===== config.mk =====
export PLATFORM = sky130hd
export DESIGN_NAME = crmfe_ctrl
export DESIGN_NICKNAME = d
export VERILOG_FILES = /design/src/hw/rtl/crmfe_pkg.sv /design/src/hw/rtl/crmfe_ctrl.sv
export SDC_FILE = /design/constraint.sdc
export NUM_CORES = 1
export LEC_CHECK = 0
export ABC_AREA = 1
export BUFFER_PORTS_ARGS = -buffer_cell sky130_fd_sc_hd__buf_2
export CAP_MARGIN = 40
export CORE_AREA = 2 2 39 41
export CTS_CLUSTER_DIAMETER = 60
export DETAILED_ROUTE_END_ITERATION = 7
export DIE_AREA = 0 0 41 43
export PLACE_DENSITY_LB_ADDON = 0.15
export RECOVER_POWER = 100
export SYNTH_ARGS = -nofsm -noshare
export SYNTH_HDL_FRONTEND = slang
export SYNTH_SLANG_ARGS = --single-unit
export TNS_END_PERCENT = 10

===== constraint.sdc =====
create_clock -name clock -period 0.8 [get_ports clock]
set_input_delay 0.08 -clock clock [delete_from_list [all_inputs] [get_ports clock]]
set_output_delay 0.08 -clock clock [all_outputs]
set_load 0.01 [all_outputs]

===== src/hw/rtl/crmfe_pkg.sv =====
package crmfe_pkg;

   localparam int MAX_WIDTH   = 256;
   localparam int MAX_HEIGHT  = 256;
   localparam int STORE_DEPTH = MAX_WIDTH * MAX_HEIGHT;
   localparam int ADDR_W      = $clog2(STORE_DEPTH);
   localparam int CNT_W       = ADDR_W + 1;
   localparam int PIX_W       = 32;
   localparam int CSR_ADDR_W  = 5;
   localparam int CSR_DATA_W  = 32;

   localparam logic [1:0] ROT_90    = 2'd1;
   localparam logic [1:0] ROT_180   = 2'd2;
   localparam logic [1:0] ROT_270   = 2'd3;
   localparam logic [1:0] MIR_VFLIP = 2'd1;
   localparam logic [1:0] MIR_HFLIP = 2'd2;

   typedef struct packed {
      logic [8:0] src_width;
      logic [8:0] src_height;
      logic [7:0] crop_x;
      logic [7:0] crop_y;
      logic [8:0] crop_w;
      logic [8:0] crop_h;
      logic [1:0] rotate_quarters;
      logic [1:0] mirror_mode;
   } cfg_type;

   localparam cfg_type CFG_RESET = '{
      src_width:       9'd256,
      src_height:      9'd256,
      crop_x:          8'd0,
      crop_y:          8'd0,
      crop_w:          9'd256,
      crop_h:          9'd256,
      rotate_quarters: 2'd0,
      mirror_mode:     2'd0
   };

   typedef enum logic [2:0] {
      REG_SRC_WIDTH  = 3'd0,
      REG_SRC_HEIGHT = 3'd1,
      REG_CROP_X     = 3'd2,
      REG_CROP_Y     = 3'd3,
      REG_CROP_W     = 3'd4,
      REG_CROP_H     = 3'd5,
      REG_ROTATE     = 3'd6,
      REG_MIRROR     = 3'd7
   } reg_index_type;

   typedef enum logic {
      OP_LOAD  = 1'b0,
      OP_FETCH = 1'b1
   } op_type;

   typedef enum logic [1:0] {
      RES_LOADED    = 2'd0,
      RES_DELIVERED = 2'd1,
      RES_ERROR     = 2'd2
   } status_type;

   typedef enum logic [2:0] {
      ST_IDLE,
      ST_CALC,
      ST_MAP,
      ST_ADDR,
      ST_READ,
      ST_DONE
   } state_type;

   typedef struct packed {
      logic capture;
      logic commit;
   } cmd_type;

endpackage


===== src/hw/rtl/crmfe_ctrl.sv =====
module crmfe_ctrl (
   input  logic               clock,
   input  logic               reset,
   input  logic               req_tvalid,
   output logic               req_tready,
   input  logic               rsp_tready,
   output logic               rsp_tvalid,
   output crmfe_pkg::cmd_type cmd
);
   import crmfe_pkg::*;

   state_type state_ff, state_in;
   logic      rsp_valid_ff, rsp_valid_in;

   assign req_tready = (state_ff == ST_IDLE);
   assign rsp_tvalid = rsp_valid_ff;

   always_comb begin
      state_in = state_ff;
      cmd      = '0;
      unique case (state_ff)
         ST_IDLE: begin
            if (req_tvalid) begin
               cmd.capture = 1'b1;
               state_in    = ST_CALC;
            end
         end
         ST_CALC: state_in = ST_MAP;
         ST_MAP:  state_in = ST_ADDR;
         ST_ADDR: state_in = ST_READ;
         ST_READ: state_in = ST_DONE;
         ST_DONE: begin
            if (!rsp_valid_ff || rsp_tready) begin
               cmd.commit = 1'b1;
               state_in   = ST_IDLE;
            end
         end
         default: state_in = ST_IDLE;
      endcase
      rsp_valid_in = cmd.commit || (rsp_valid_ff && !rsp_tready);
   end

   always_ff @(posedge clock) begin
      if (reset) begin
         state_ff     <= ST_IDLE;
         rsp_valid_ff <= 1'b0;
      end else begin
         state_ff     <= state_in;
         rsp_valid_ff <= rsp_valid_in;
      end
   end

   a_capture_starts: assert property (@(posedge clock) disable iff (reset)
      cmd.capture |=> state_ff == ST_CALC)
      else $error("capture did not start the sequence");

   a_commit_presents: assert property (@(posedge clock) disable iff (reset)
      cmd.commit |=> rsp_valid_ff)
      else $error("committed request not presented");

   a_no_overwrite: assert property (@(posedge clock) disable iff (reset)
      (rsp_valid_ff && !rsp_tready) |-> !cmd.commit)
      else $error("pending request result overwritten");

   a_commit_in_done: assert property (@(posedge clock) disable iff (reset)
      cmd.commit |-> state_ff == ST_DONE)
      else $error("commit outside done state");

endmodule


# --- Word-level counts from Yosys, hierarchy flattened ---
# Index checks and enable logic that the tools add are counted.
totals:
  n_memories: 0
  ramBits: 0
  output_inout_bits: 4
  regBits: 4
  elab_cells: 23
  latchBits: 0
  in_bits: 4
  romBits: 0
classes:
  n_eq_ne: 7
  bitwise_logic: 0
  shift: 0
  mux: 7
  n_lt_le_gt_ge: 0
  mul: 0
  div_mod_pow: 0
  n_reduce_logical: 7
  n_addsub: 0
ops:
  columns: ["operator", "count"]
  rows:
  - ["3-bit one-hot mux with 6 select lines", 1]
  - ["3-bit by 2-bit equality test with 1-bit output, second input constant", 2]
  - ["3-bit equality test, second input constant", 2]
  - ["3-bit 2-to-1 mux", 2]
  - ["1-bit 2-to-1 mux", 4]
  - ["2-bit != test, second input constant", 2]
  - ["3-bit by 1-bit equality test with 1-bit output, second input constant", 1]
  - ["3-bit zero test", 1]
  - ["1-bit zero test", 2]
  - ["1-bit logical OR", 2]
  - ["2-bit AND reduction", 1]
  - ["1-bit logical AND", 1]

# --- Depth between registers and ports, before layout ---
depth:
  depth_word: 5
  ltp_mapped: 6
  ltp_nobuf: 6

# --- Worst setup path before layout ---
# Ideal clock, no wire load.
synth_timing:
  path_type: "flip-flop to flip-flop"
  start: "register state_ff[1]"
  end: "register state_ff[0]"
  setup_time_ns: 0.109
  required_time_ns: 0.691
  path_slack_ns: -0.063
  arrival_ns: 0.754
  n_path_buf: 0
  path_stages_with_launch: 7
  period_less_slack_ns: 0.863
  cell_sequence: "dfxtp_1 -> nor2_2 -> nand3_2 -> nand2_1 -> inv_1 -> nand2_1 -> inv_1"
synth_via:
  elab_chain_len: 3
  word_cells_on_any_way: 10
  classes_between: "eq/ne: 7; mux: 1; reduce/logical: 2"
synth_lines:
  columns: ["item", "line", "rtl"]
  rows:
  - ["from (decl)", "crmfe_ctrl.sv:12", "state_type state_ff, state_in;"]
  - ["from (signal assigned)", "crmfe_ctrl.sv:48", "state_ff <= state_in;"]
  - ["3-bit equality test / 3-bit zero test (equally long branches)", "crmfe_ctrl.sv:21", "unique case (state_ff)"]
  - ["2-bit != test (no source line)", null, null]
  - ["2-bit AND reduction (no source line)", null, null]
# Parallel ways exist; a longest one is shown, timed or not.
# A chain may end at the register's enable or synchronous reset.

==> results by group <==
Route
  • DRC: 0
  • Post-DRT Antenna Nets: 0
  • Vias/cell: 3.78
  • Routed WL: 512 um
  • Vias: 253
  • Detail-routed net length per standard cell: 7.64 um
  • Drt initial violations: 3
  • First-pass DRT Iterations: 4

Hold path
  • Hold Crit Class: in -> reg

STA
  • Final setup vio count: 6
  • Rel. slew slack: 89.1%
  • Final worst slack: -0.241 ns
  • Crit path time final: 1.04 ns
  • Slew Limit Fails: 0
  • Fmax: 960 MHz
  • Post-Route Skew: 0.00126 ns
  • RSZ-0062 raised after global routing: true
  • Tcrit/Tclk final: 130%
  • Slew @ Worst Pin: 0.163 ns
  • Final hold violations: 0

Synthesis
  • Mux contribution to synthesized area: 0%
  • Post-Syn Instances: 37
  • YS warnings: 0
  • Post-Syn Area: 234 um^2
  • Post-Synth Adder-Cell Area: 0%
  • Sequential-to-total area share from yosys stat: 34.2%
  • Synth Area in XOR/XNOR: 0%
  • Synthesized Nets: 41
  • Largest family of logic cells by synthesized area: simple AND/OR/NAND/NOR gates
  • Complex-gate fraction of the synthesized area: 5.88%
  • Area share of and/or/nand/nor cells after synthesis: 45.5%
  • Syn Area/Cell: 6.32 um^2
  • Synth Register Bits: 4
  • Post-synth cell types: 11

Setup path
  • Worst path arrival time: 0.96 ns
  • R2r startpoint: state_ff[0]$_SDFFE_PP0P_
  • Worst Setup SP: state_ff[0]$_SDFFE_PP0P_
  • R2R setup slack: -0.14 ns
  • WS Path Type: reg -> out
  • Depth of the most critical reg-to-reg path: 7
  • Critical path peak fanout: 4
  • CP Launch Type: register
  • Setup crit end kind: output pin
  • RR Endpoint: state_ff[0]$_SDFFE_PP0P_
  • Worst Setup EP: cmd[0]
  • Req. time, crit path: 0.72 ns

Power
  • Overall power: 696 uW
  • Pwr per Cell Area: 1870 mW/mm^2
  • Max IR drop VDD: 0.504 mV
  • Leak Pwr: 0.192 nW

Floorplanning
  • Number of I/O pins: 8
  • Area of the core: 0.00138 mm^2
  • Die Ht: 43 um
  • Die ar.: 0.00176 mm^2
  • Die width: 41 um
  • Initial core utilization: 16.9%
  • Cell Rows: 14

CTS
  • Total CTS buffers: 3
  • Hold_buf cts: 0
  • Sink Count: 4
  • H-tree Lvls: 1
  • Clock latency on the worst-skew pair: 0.23 ns
  • Clock edge transition at the registers on the reported setup and hold paths: 0.04 ns
  • CTS tree: yes
  • Clock Tree Buf Depth: 2
  • Clock root buffer: clkbuf_4

Layout
  • Ant. Diodes: 0
  • Layout Utilization: 26.9%
  • Fill cell count: 158
  • Nets: 57
  • Design area: 372 um^2
  • Share of layout cells above drive strength 1: 56.9%
  • Area Growth Syn to Fin: 58.8%

Status
  • Failing checks: setup timing
  • Status: finished, violations left

Global route
  • GR Overflow Total: 0
  • Vias in the first global route: 242
  • Gr usage total: 8.22%
  • First-pass GRT wire length: 883 um
  • Initial antenna violation count: 0
  • Largest net degree at the start of global routing: 6

Place
  • GPL Wtd Cong: 0.624
  • Post-detail-place hpwl: 382 um
  • Placed Area: 305 um^2
  • I/O Buffers: 7

Flow run
  • Max cap viols: 0
==> routing by layer <==
metal	track usage (%)	vias up	part of all wire, %	routed length, um
met3	1.57	2	4.3	22
met5	0	-	0	0
li1	-	137	-	-
met4	12.0	0	1.6	8
met1	8.33	110	44	223
met2	10.9	4	50	257
==> synthesized netlist by cell type <==
cell type  count  share of area, %
a21oi_1        1               2.1
a21oi_2        1               3.7
dfxtp_1        4                34
inv_1          9                14
nand2_1        9                14
nand2_2        1               2.7
nand3_1        2               4.3
nand3_2        2               8.6
nor2_1         5               8.0
nor2_2         2               5.3
nor3_1         1               2.1
==> worst max-delay path, stage by stage (launching register included) <==
cell     delay [ns]
dfxtp_4        0.37
nand2_2        0.07
nor3_2         0.14
buf_2          0.15
==> area by class of cell <==
type / count / area [um^2] / share of cell area (%)
repair buffers: 11 / 65.1 / 17.5
multi-input cells: 24 / 141 / 38.0
inverters: 9 / 33.8 / 9.09
well taps: 16 / 20.0 / 5.39
clock buffers: 3 / 22.5 / 6.06
flip-flops and latches: 4 / 88.8 / 23.9
==> logic make-up (layout without fill, tap and decap cells) <==
group / after synthesis / in the layout
compound gates: 2 / 2
buf+inv: 9 / 23
flops: 4 / 4
simple gates: 22 / 22
==> layout by cell type, fill, tap and decap left out <==
cell type  n
clkbuf_4   3
a21oi_2    2
nand2_1    7
nor2_4     1
buf_2      7
nand3_1    2
nor2_2     2
nor3_2     1
nor2_1     4
nand3_2    2
dfxtp_2    1
inv_1      8
dfxtp_4    2
inv_2      1
dfxtp_1    1
nand2_2    3
buf_4      4
==> stage by stage <==
stage	setup slack, ns	hold WS (ns)	instances	TNS (ns)
2_1_floorplan	-0.0173	0.142	37	-0.0307
3_3_place_gp	-0.108	0.313	61	-0.450
6_report	-0.241	0.0674	67	-0.938
5_1_grt	-0.322	0.0672	67	-1.36
3_5_place_dp	-0.0947	0.307	61	-0.358
4_1_cts	-0.261	0.0640	67	-1.04
==> worst min-delay path by stage <==
stage	start	to	slack [ns]	depth (start not counted)
floorplan	reset	state_ff[1]$_SDFFE_PP0P_	0.14	1
detailed placement	reset	state_ff[2]$_SDFFE_PP0P_	0.31	2
CTS	reset	state_ff[2]$_SDFFE_PP0P_	0.06	2
global route	reset	state_ff[2]$_SDFFE_PP0P_	0.07	2
global placement	reset	state_ff[2]$_SDFFE_PP0P_	0.31	2
finish	reset	state_ff[2]$_SDFFE_PP0P_	0.07	2
==> power by group <==
part | switching, mW | leakage (nW) | internal [mW] | total, mW
Clock | 0.0798 | 0.0138 | 0.168 | 0.247
Combinational | 0.0965 | 0.144 | 0.0996 | 0.196
Sequential | 0.0294 | 0.0345 | 0.223 | 0.252
==> sequential cells by signal, indices dropped and copies added (netlist names) <==
name	count
state_ff	3
rsp_tvalid	1
==> timing repair <==
action	in CTS	in global routing
endpoints found under the hold margin	0	0
endpoints found under the setup margin	7	7
pin swaps	2	1
resized for setup	9	0
setup buffers	3	0
Power figures use the tool's default switching activity.
