$ cat config.mk
export PLATFORM = sky130hd
export DESIGN_NAME = crmfe_csr
export DESIGN_NICKNAME = d
export VERILOG_FILES = /design/src/hw/rtl/crmfe_pkg.sv /design/src/hw/rtl/crmfe_csr.sv
export SDC_FILE = /design/constraint.sdc
export NUM_CORES = 1
export LEC_CHECK = 0
export BUFFER_PORTS_ARGS = -buffer_cell sky130_fd_sc_hd__buf_2
export CORE_ASPECT_RATIO = 0.8
export CORE_MARGIN = 10
export CORE_UTILIZATION = 28
export CTS_BUF_LIST = sky130_fd_sc_hd__clkbuf_8 sky130_fd_sc_hd__clkbuf_16
export CTS_CLUSTER_DIAMETER = 30
export CTS_CLUSTER_SIZE = 20
export DETAILED_ROUTE_END_ITERATION = 6
export PLACE_DENSITY_LB_ADDON = 0.05
export SKIP_LAST_GASP = 1
export SLEW_MARGIN = 20
export SYNTH_ARGS = -nofsm -noshare
export SYNTH_HDL_FRONTEND = slang
export SYNTH_SLANG_ARGS = --single-unit
$ cat constraint.sdc
create_clock -name clock -period 1.51 [get_ports clock]
set_input_delay 0.2265 -clock clock [delete_from_list [all_inputs] [get_ports clock]]
set_output_delay 0.2265 -clock clock [all_outputs]
set_load 0.05 [all_outputs]
$ cat src/hw/rtl/crmfe_pkg.sv
package crmfe_pkg;

   localparam int MAX_WIDTH   = 256;
   localparam int MAX_HEIGHT  = 256;
   localparam int STORE_DEPTH = MAX_WIDTH * MAX_HEIGHT;
   localparam int ADDR_W      = $clog2(STORE_DEPTH);
   localparam int CNT_W       = ADDR_W + 1;
   localparam int PIX_W       = 32;
   localparam int CSR_ADDR_W  = 5;
   localparam int CSR_DATA_W  = 32;

   localparam logic [1:0] ROT_90    = 2'd1;
   localparam logic [1:0] ROT_180   = 2'd2;
   localparam logic [1:0] ROT_270   = 2'd3;
   localparam logic [1:0] MIR_VFLIP = 2'd1;
   localparam logic [1:0] MIR_HFLIP = 2'd2;

   typedef struct packed {
      logic [8:0] src_width;
      logic [8:0] src_height;
      logic [7:0] crop_x;
      logic [7:0] crop_y;
      logic [8:0] crop_w;
      logic [8:0] crop_h;
      logic [1:0] rotate_quarters;
      logic [1:0] mirror_mode;
   } cfg_type;

   localparam cfg_type CFG_RESET = '{
      src_width:       9'd256,
      src_height:      9'd256,
      crop_x:          8'd0,
      crop_y:          8'd0,
      crop_w:          9'd256,
      crop_h:          9'd256,
      rotate_quarters: 2'd0,
      mirror_mode:     2'd0
   };

   typedef enum logic [2:0] {
      REG_SRC_WIDTH  = 3'd0,
      REG_SRC_HEIGHT = 3'd1,
      REG_CROP_X     = 3'd2,
      REG_CROP_Y     = 3'd3,
      REG_CROP_W     = 3'd4,
      REG_CROP_H     = 3'd5,
      REG_ROTATE     = 3'd6,
      REG_MIRROR     = 3'd7
   } reg_index_type;

   typedef enum logic {
      OP_LOAD  = 1'b0,
      OP_FETCH = 1'b1
   } op_type;

   typedef enum logic [1:0] {
      RES_LOADED    = 2'd0,
      RES_DELIVERED = 2'd1,
      RES_ERROR     = 2'd2
   } status_type;

   typedef enum logic [2:0] {
      ST_IDLE,
      ST_CALC,
      ST_MAP,
      ST_ADDR,
      ST_READ,
      ST_DONE
   } state_type;

   typedef struct packed {
      logic capture;
      logic commit;
   } cmd_type;

endpackage

$ cat src/hw/rtl/crmfe_csr.sv
module crmfe_csr (
   input  logic                                clock,
   input  logic                                reset,
   input  logic                                csr_psel,
   input  logic                                csr_penable,
   input  logic                                csr_pwrite,
   input  logic [crmfe_pkg::CSR_ADDR_W-1:0]    csr_paddr,
   input  logic [crmfe_pkg::CSR_DATA_W-1:0]    csr_pwdata,
   output logic [crmfe_pkg::CSR_DATA_W-1:0]    csr_prdata,
   output logic                                csr_pready,
   output crmfe_pkg::cfg_type                  cfg
);
   import crmfe_pkg::*;

   cfg_type       cfg_ff, cfg_in;
   reg_index_type index;
   logic          wr_en;

   assign csr_pready = 1'b1;
   assign index      = reg_index_type'(csr_paddr[4:2]);
   assign wr_en      = csr_psel && csr_penable && csr_pwrite;
   assign cfg        = cfg_ff;

   always_comb begin
      cfg_in = cfg_ff;
      if (wr_en) begin
         unique case (index)
            REG_SRC_WIDTH:  cfg_in.src_width       = csr_pwdata[8:0];
            REG_SRC_HEIGHT: cfg_in.src_height      = csr_pwdata[8:0];
            REG_CROP_X:     cfg_in.crop_x          = csr_pwdata[7:0];
            REG_CROP_Y:     cfg_in.crop_y          = csr_pwdata[7:0];
            REG_CROP_W:     cfg_in.crop_w          = csr_pwdata[8:0];
            REG_CROP_H:     cfg_in.crop_h          = csr_pwdata[8:0];
            REG_ROTATE:     cfg_in.rotate_quarters = csr_pwdata[1:0];
            REG_MIRROR:     cfg_in.mirror_mode     = csr_pwdata[1:0];
         endcase
      end
   end

   always_comb begin
      unique case (index)
         REG_SRC_WIDTH:  csr_prdata = CSR_DATA_W'(cfg_ff.src_width);
         REG_SRC_HEIGHT: csr_prdata = CSR_DATA_W'(cfg_ff.src_height);
         REG_CROP_X:     csr_prdata = CSR_DATA_W'(cfg_ff.crop_x);
         REG_CROP_Y:     csr_prdata = CSR_DATA_W'(cfg_ff.crop_y);
         REG_CROP_W:     csr_prdata = CSR_DATA_W'(cfg_ff.crop_w);
         REG_CROP_H:     csr_prdata = CSR_DATA_W'(cfg_ff.crop_h);
         REG_ROTATE:     csr_prdata = CSR_DATA_W'(cfg_ff.rotate_quarters);
         REG_MIRROR:     csr_prdata = CSR_DATA_W'(cfg_ff.mirror_mode);
      endcase
   end

   always_ff @(posedge clock) begin
      if (reset) begin
         cfg_ff <= CFG_RESET;
      end else begin
         cfg_ff <= cfg_in;
      end
   end

endmodule

; Word level (Yosys, flattened, before mapping)
; Cells that the tools add are included.
[op_classes]
eq_ne = 7
mux = 1
n_reduce_logical = 11
[ops]
columns = op, n
row1 = $pmux 32 s8, 1
row2 = $reduce_and 2->1, 8
row3 = $eq 3x3->1 const B, 4
row4 = $eq 3x2->1 const B, 2
row5 = $eq 3x1->1 const B, 1
row6 = $logic_not 3->1, 1
row7 = $logic_and 1x1->1, 2
[word_totals]
reg_bits = 56
inputBits = 42
wordCells = 27

; Longest topological paths before layout
[logic_depth]
ltp_word = 3
depth_mapped = 5
depth_no_buf = 3

; Worst setup path after synthesis
; Ideal clock, no wire load.
[synth_timing]
path_kind = reg-to-output
start = register cfg_ff (netlist bit cfg[4])
end = output csr_prdata[0] (netlist name)
arrival_ns = 1.829
t_required_ns = 1.283
path_slack_ns = -0.546
stages_incl_launch_ff = 4
n_path_buf = 0
cell_sequence = dfxtp_1 > mux2_2 > o221ai_1 > a31oi_1
[synth_via]
elab_chain_cells = 1
[synth_lines]
columns = item, line_no
row1 = "start, declared", crmfe_csr.sv:15  ; cfg_type cfg_ff, cfg_in;
row2 = "start signal, assigned", crmfe_csr.sv:57  ; cfg_ff <= cfg_in;
row3 = $pmux 32 s8, crmfe_csr.sv:41  ; unique case (index)
row4 = "end, declared", crmfe_csr.sv:9  ; output logic [crmfe_pkg::CSR_DATA_W-1:0] csr_prdata,
; Every way passes these cells. The select of a mux whose other input is x is not followed.

; Worst setup path after layout
[layout_timing]
start = register cfg_ff (netlist bit cfg[53])
end = output csr_prdata[6] (netlist name)
; The elaborated chain is that of the path after synthesis.

==> key figures <==
Timing
  • Hold violation count in the final report: 0
  • Minimum clock period: 1.70 ns
  • Final worst path period share: 113%
  • Number of failing setup endpoints in the final timing report: 5
  • Setup repair after global routing missed its margin: true
  • Post-route setup slack: -0.189 ns
  • Max-slew violations: 0
  • Achievable frequency: between 500 and 600 MHz
  • Worst Skew: 0 ns

Die
  • Starting density of the core: between 20% and 30%
  • Die Y-Extent: 111 um
  • Die area: 14900 sq um
  • Standard cell core area: between 10000 and 15000 sq um
  • Chip width: around 130 um
  • Number of core rows: 33
  • # IOs: about 130

Placed design
  • Final weighted congestion in routability-driven placement: 0.748
  • Standard cell area after detailed placement: around 3800 sq um
  • Pre-CTS WS: -0.560 ns
  • Detailed placer's ending HPWL: 7.59 mm
  • Buffers added on ports: 81

Setup path
  • Path type of the worst setup path: register to primary output
  • Type of origin of the critical path: register
  • Count of buffer and inverter cells on the critical path: 2
  • Critical Path End Type: primary output
  • Largest fanout on the critical path: 3
  • Maximum single-stage delay on the critical path: ~0.33 ns
  • Chain of cells forming the critical path: mux2_4 > a221oi_2 > buf_4 > a21oi_4 > buf_6
  • Crit path arrival time: around 1.5 ns
  • Top Family by Delay on Critical Path: flip-flops
  • Required @ worst endpoint: 1.28 ns
  • Cell with the largest stage delay on the worst path: dfxtp_2
  • Flop2flop setup slack: 0.76 ns

CTS
  • H-tree depth reported by CTS: 2
  • Root buf cell: clkbuf_16
  • CTS Buffer Depth: 2
  • Clock transition at the register clock pins on the worst setup and hold paths after CTS: around 0.070 ns
  • Clock latency on the worst-skew pair: 0.29 ns
  • TritonCTS clock tree: built
  • Total CTS buffers: 5
  • Count of hold-fix buffers inserted at cts: 0
  • Clk sinks: between 50 and 60

Finish
  • Fraction of final layout cells with drive strength greater than 1: 48.6%
  • Post-route cell area: 4250 sq um
  • NumNets Final: 462
  • Antenna diode count: 0
  • Combined area of the multi-input logic cells: 1850 sq um
  • Max reg flops: 56
  • Area grow syn2layout: 46.1%
  • Fill cells: 1095
  • Register area: 1150 sq um

Detailed routing
  • Iteration-0 DRC count of the detailed router: 109
  • Post-route antenna net violation count: 0
  • Routed length on met1: 4.58 mm
  • Vias: 2538
  • Detailed route wirelength on metal2: 4.72 mm
  • Routed length per instance: 18.0 um
  • Post-DR vias/cell: 4.53
  • Post-detailed-routing wire length: 10.1 mm
  • Remaining routing DRC violations: 0
  • Sum of met3 wire segment lengths after detailed routing: 690 um
  • Number of search-and-repair iterations in the first detailed-routing pass: 4
  • Highest routed layer: met4

Power and ir drop
  • Leak: roughly 2.1 nW
  • Power density over cell area: 766 nW/um^2
  • Design Power: 0.00326 W
  • Maximum vdd ir drop: 0.352 mV

Logic synthesis
  • Top_reg_cell synth: dfxtp_1
  • Synthesized netlist cell count: about 300
  • Share of async-settable or async-resettable flops after synthesis: 0%
  • Fraction of the yosys area taken by sequential cells: just under 40%
  • Synth Area per Inst: between 9 and 10 sq um
  • Total number of yosys warnings: 0
  • #FFs+latches synth: 56
  • Ranking of synthesized cells by area: dfxtp_1 39%, mux2i_1 17%, nand2b_1 11%, buf_4 7.0%, o21ai_0 2.8%
  • Area share of the largest cell type after synthesis: about two fifths
  • Distinct cell type count after synthesis: 34
  • Number of enable flip-flop cells after synthesis: 0
  • Cell taking the most area after synthesis: dfxtp_1
  • Cell area after technology mapping: between 2000 and 3000 sq um

Global route
  • Total GRT Usage: 13.6%
  • Pin count of the biggest net entering global routing: 36
  • GRT Residual Overflow: 0
  • First-pass GRT wire length: roughly 16 mm
  • Initial antenna violation count: 0
  • Via count of the first global-routing pass: approximately 2700

Outcome
  • Status: complete, but fails checks
  • Violated checks: negative setup slack

Run
  • Max capacitance violation total: 0

Min path
  • Class of the tightest hold or removal check: primary input to register
## where the power goes
part           switching [W]  internal [W]  total, W
logic               0.000425      0.000213  0.000638
registers         0.00000961       0.00149   0.00150
clock network       0.000523      0.000598   0.00112
## final timing paths
kind	from	end	depth (start not counted)
worst max-delay path	cfg[53]$_SDFFE_PP0P_	csr_prdata[6]	5
worst min-delay path	csr_pwdata[2]	cfg[24]$_SDFFE_PP0P_	3
worst max register to register	cfg[25]$_SDFFE_PP0P_	cfg[25]$_SDFFE_PP0P_	2
worst min register to register	cfg[32]$_SDFFE_PP0P_	cfg[32]$_SDFFE_PP0P_	2
## what timing repair did
action / CTS / global route
setup buffers: 7 / 1
gates resized for setup: 58 / 9
pin swaps: 10 / 7
endpoints found under the setup margin: 9 / 9
## cell type report
type                       instances  share of cell area, %
inverter                           3                  0.265
tap                              140                   4.12
clock buffer                       5                   2.94
clock inverter                     2                  0.206
multi-input combinational        225                   43.6
sequential                        56                   27.1
timing repair buffer             129                   21.8
## cell usage in the layout (no fill, tap or decap), types with 2 or more instances in the layout
master     netlist  routed
buf_2            3      70
a22oi_1          2       2
a221oi_2         0       2
conb_1           2      24
nor2_4           0       5
mux2_2           7       5
clkbuf_16        0       5
inv_1            1       2
nor2b_1          5       3
a32oi_4          0       2
mux2i_1         49      49
a32oi_2          0       6
dfxtp_2          0      25
a21oi_4          0       2
mux2_4           0       2
nand2_1          4       4
nand2b_1        51      50
buf_12           0       6
buf_4           27      38
buf_6            3      14
nand2_4          3       3
o21ai_1          0       2
nor2_1          12       6
dfxtp_1         56      31
nor2b_4          0       2
o21ai_0         16      14
nand3_1         10      10
and2_1           5       4
a31oi_4          0       5
a21oi_1         10       8
## per-layer routing
metal  vias to the layer above  track usage [%]
met5                         -                0
met4                         0             3.04
met3                         7             4.62
met2                        72             22.1
met1                      1205             17.0
li1                       1254                -
## worst reg2reg max path, stage by stage, from the launching register on
cell and delay, ns:
dfxtp_1 0.42, o21ai_0 0.12, a21oi_1 0.15
## cells in the mapped netlist (2+ instances only)
| cell type | n |
|---|---|
| nor2b_1 | 5 |
| nand2b_1 | 51 |
| and2_1 | 5 |
| clkbuf_1 | 11 |
| nand3_1 | 10 |
| a21oi_1 | 10 |
| a32oi_1 | 8 |
| nand2_1 | 4 |
| a221oi_1 | 3 |
| mux2_2 | 7 |
| conb_1 | 2 |
| a31oi_1 | 5 |
| clkinv_1 | 2 |
| o21ai_0 | 16 |
| dfxtp_1 | 56 |
| buf_4 | 27 |
| buf_2 | 3 |
| nand2_4 | 3 |
| a22oi_1 | 2 |
| nor2_1 | 12 |
| mux2i_1 | 49 |
| buf_6 | 3 |
## through the flow
stage	TNS (ns)	util, %	std cells	hold slack [ns]
3_3_place_gp	-3.55	37.0	547	0.467
6_report	-0.578	41.7	560	0.188
5_1_grt	-0.959	41.7	560	0.189
3_5_place_dp	-3.62	37.0	547	0.471
4_1_cts	-0.644	41.5	561	0.184
2_1_floorplan	-0.0540	-	328	0.367
## cells by family (layout without fill, tap and decap cells)
| group | after synthesis | count (layout) | share of synthesized area (%) |
|---|---|---|---|
| AOI/OAI and AO/OA | 47 | 47 | 10.2 |
| and+or+nand+nor | 97 | 97 | 20.3 |
| DFF | 56 | 56 | 38.5 |
| other | 2 | 24 | 0.258 |
| muxes | 57 | 57 | 20.3 |
| buffers and inverters | 47 | 139 | 10.4 |
(Power assumes the default switching activity.)
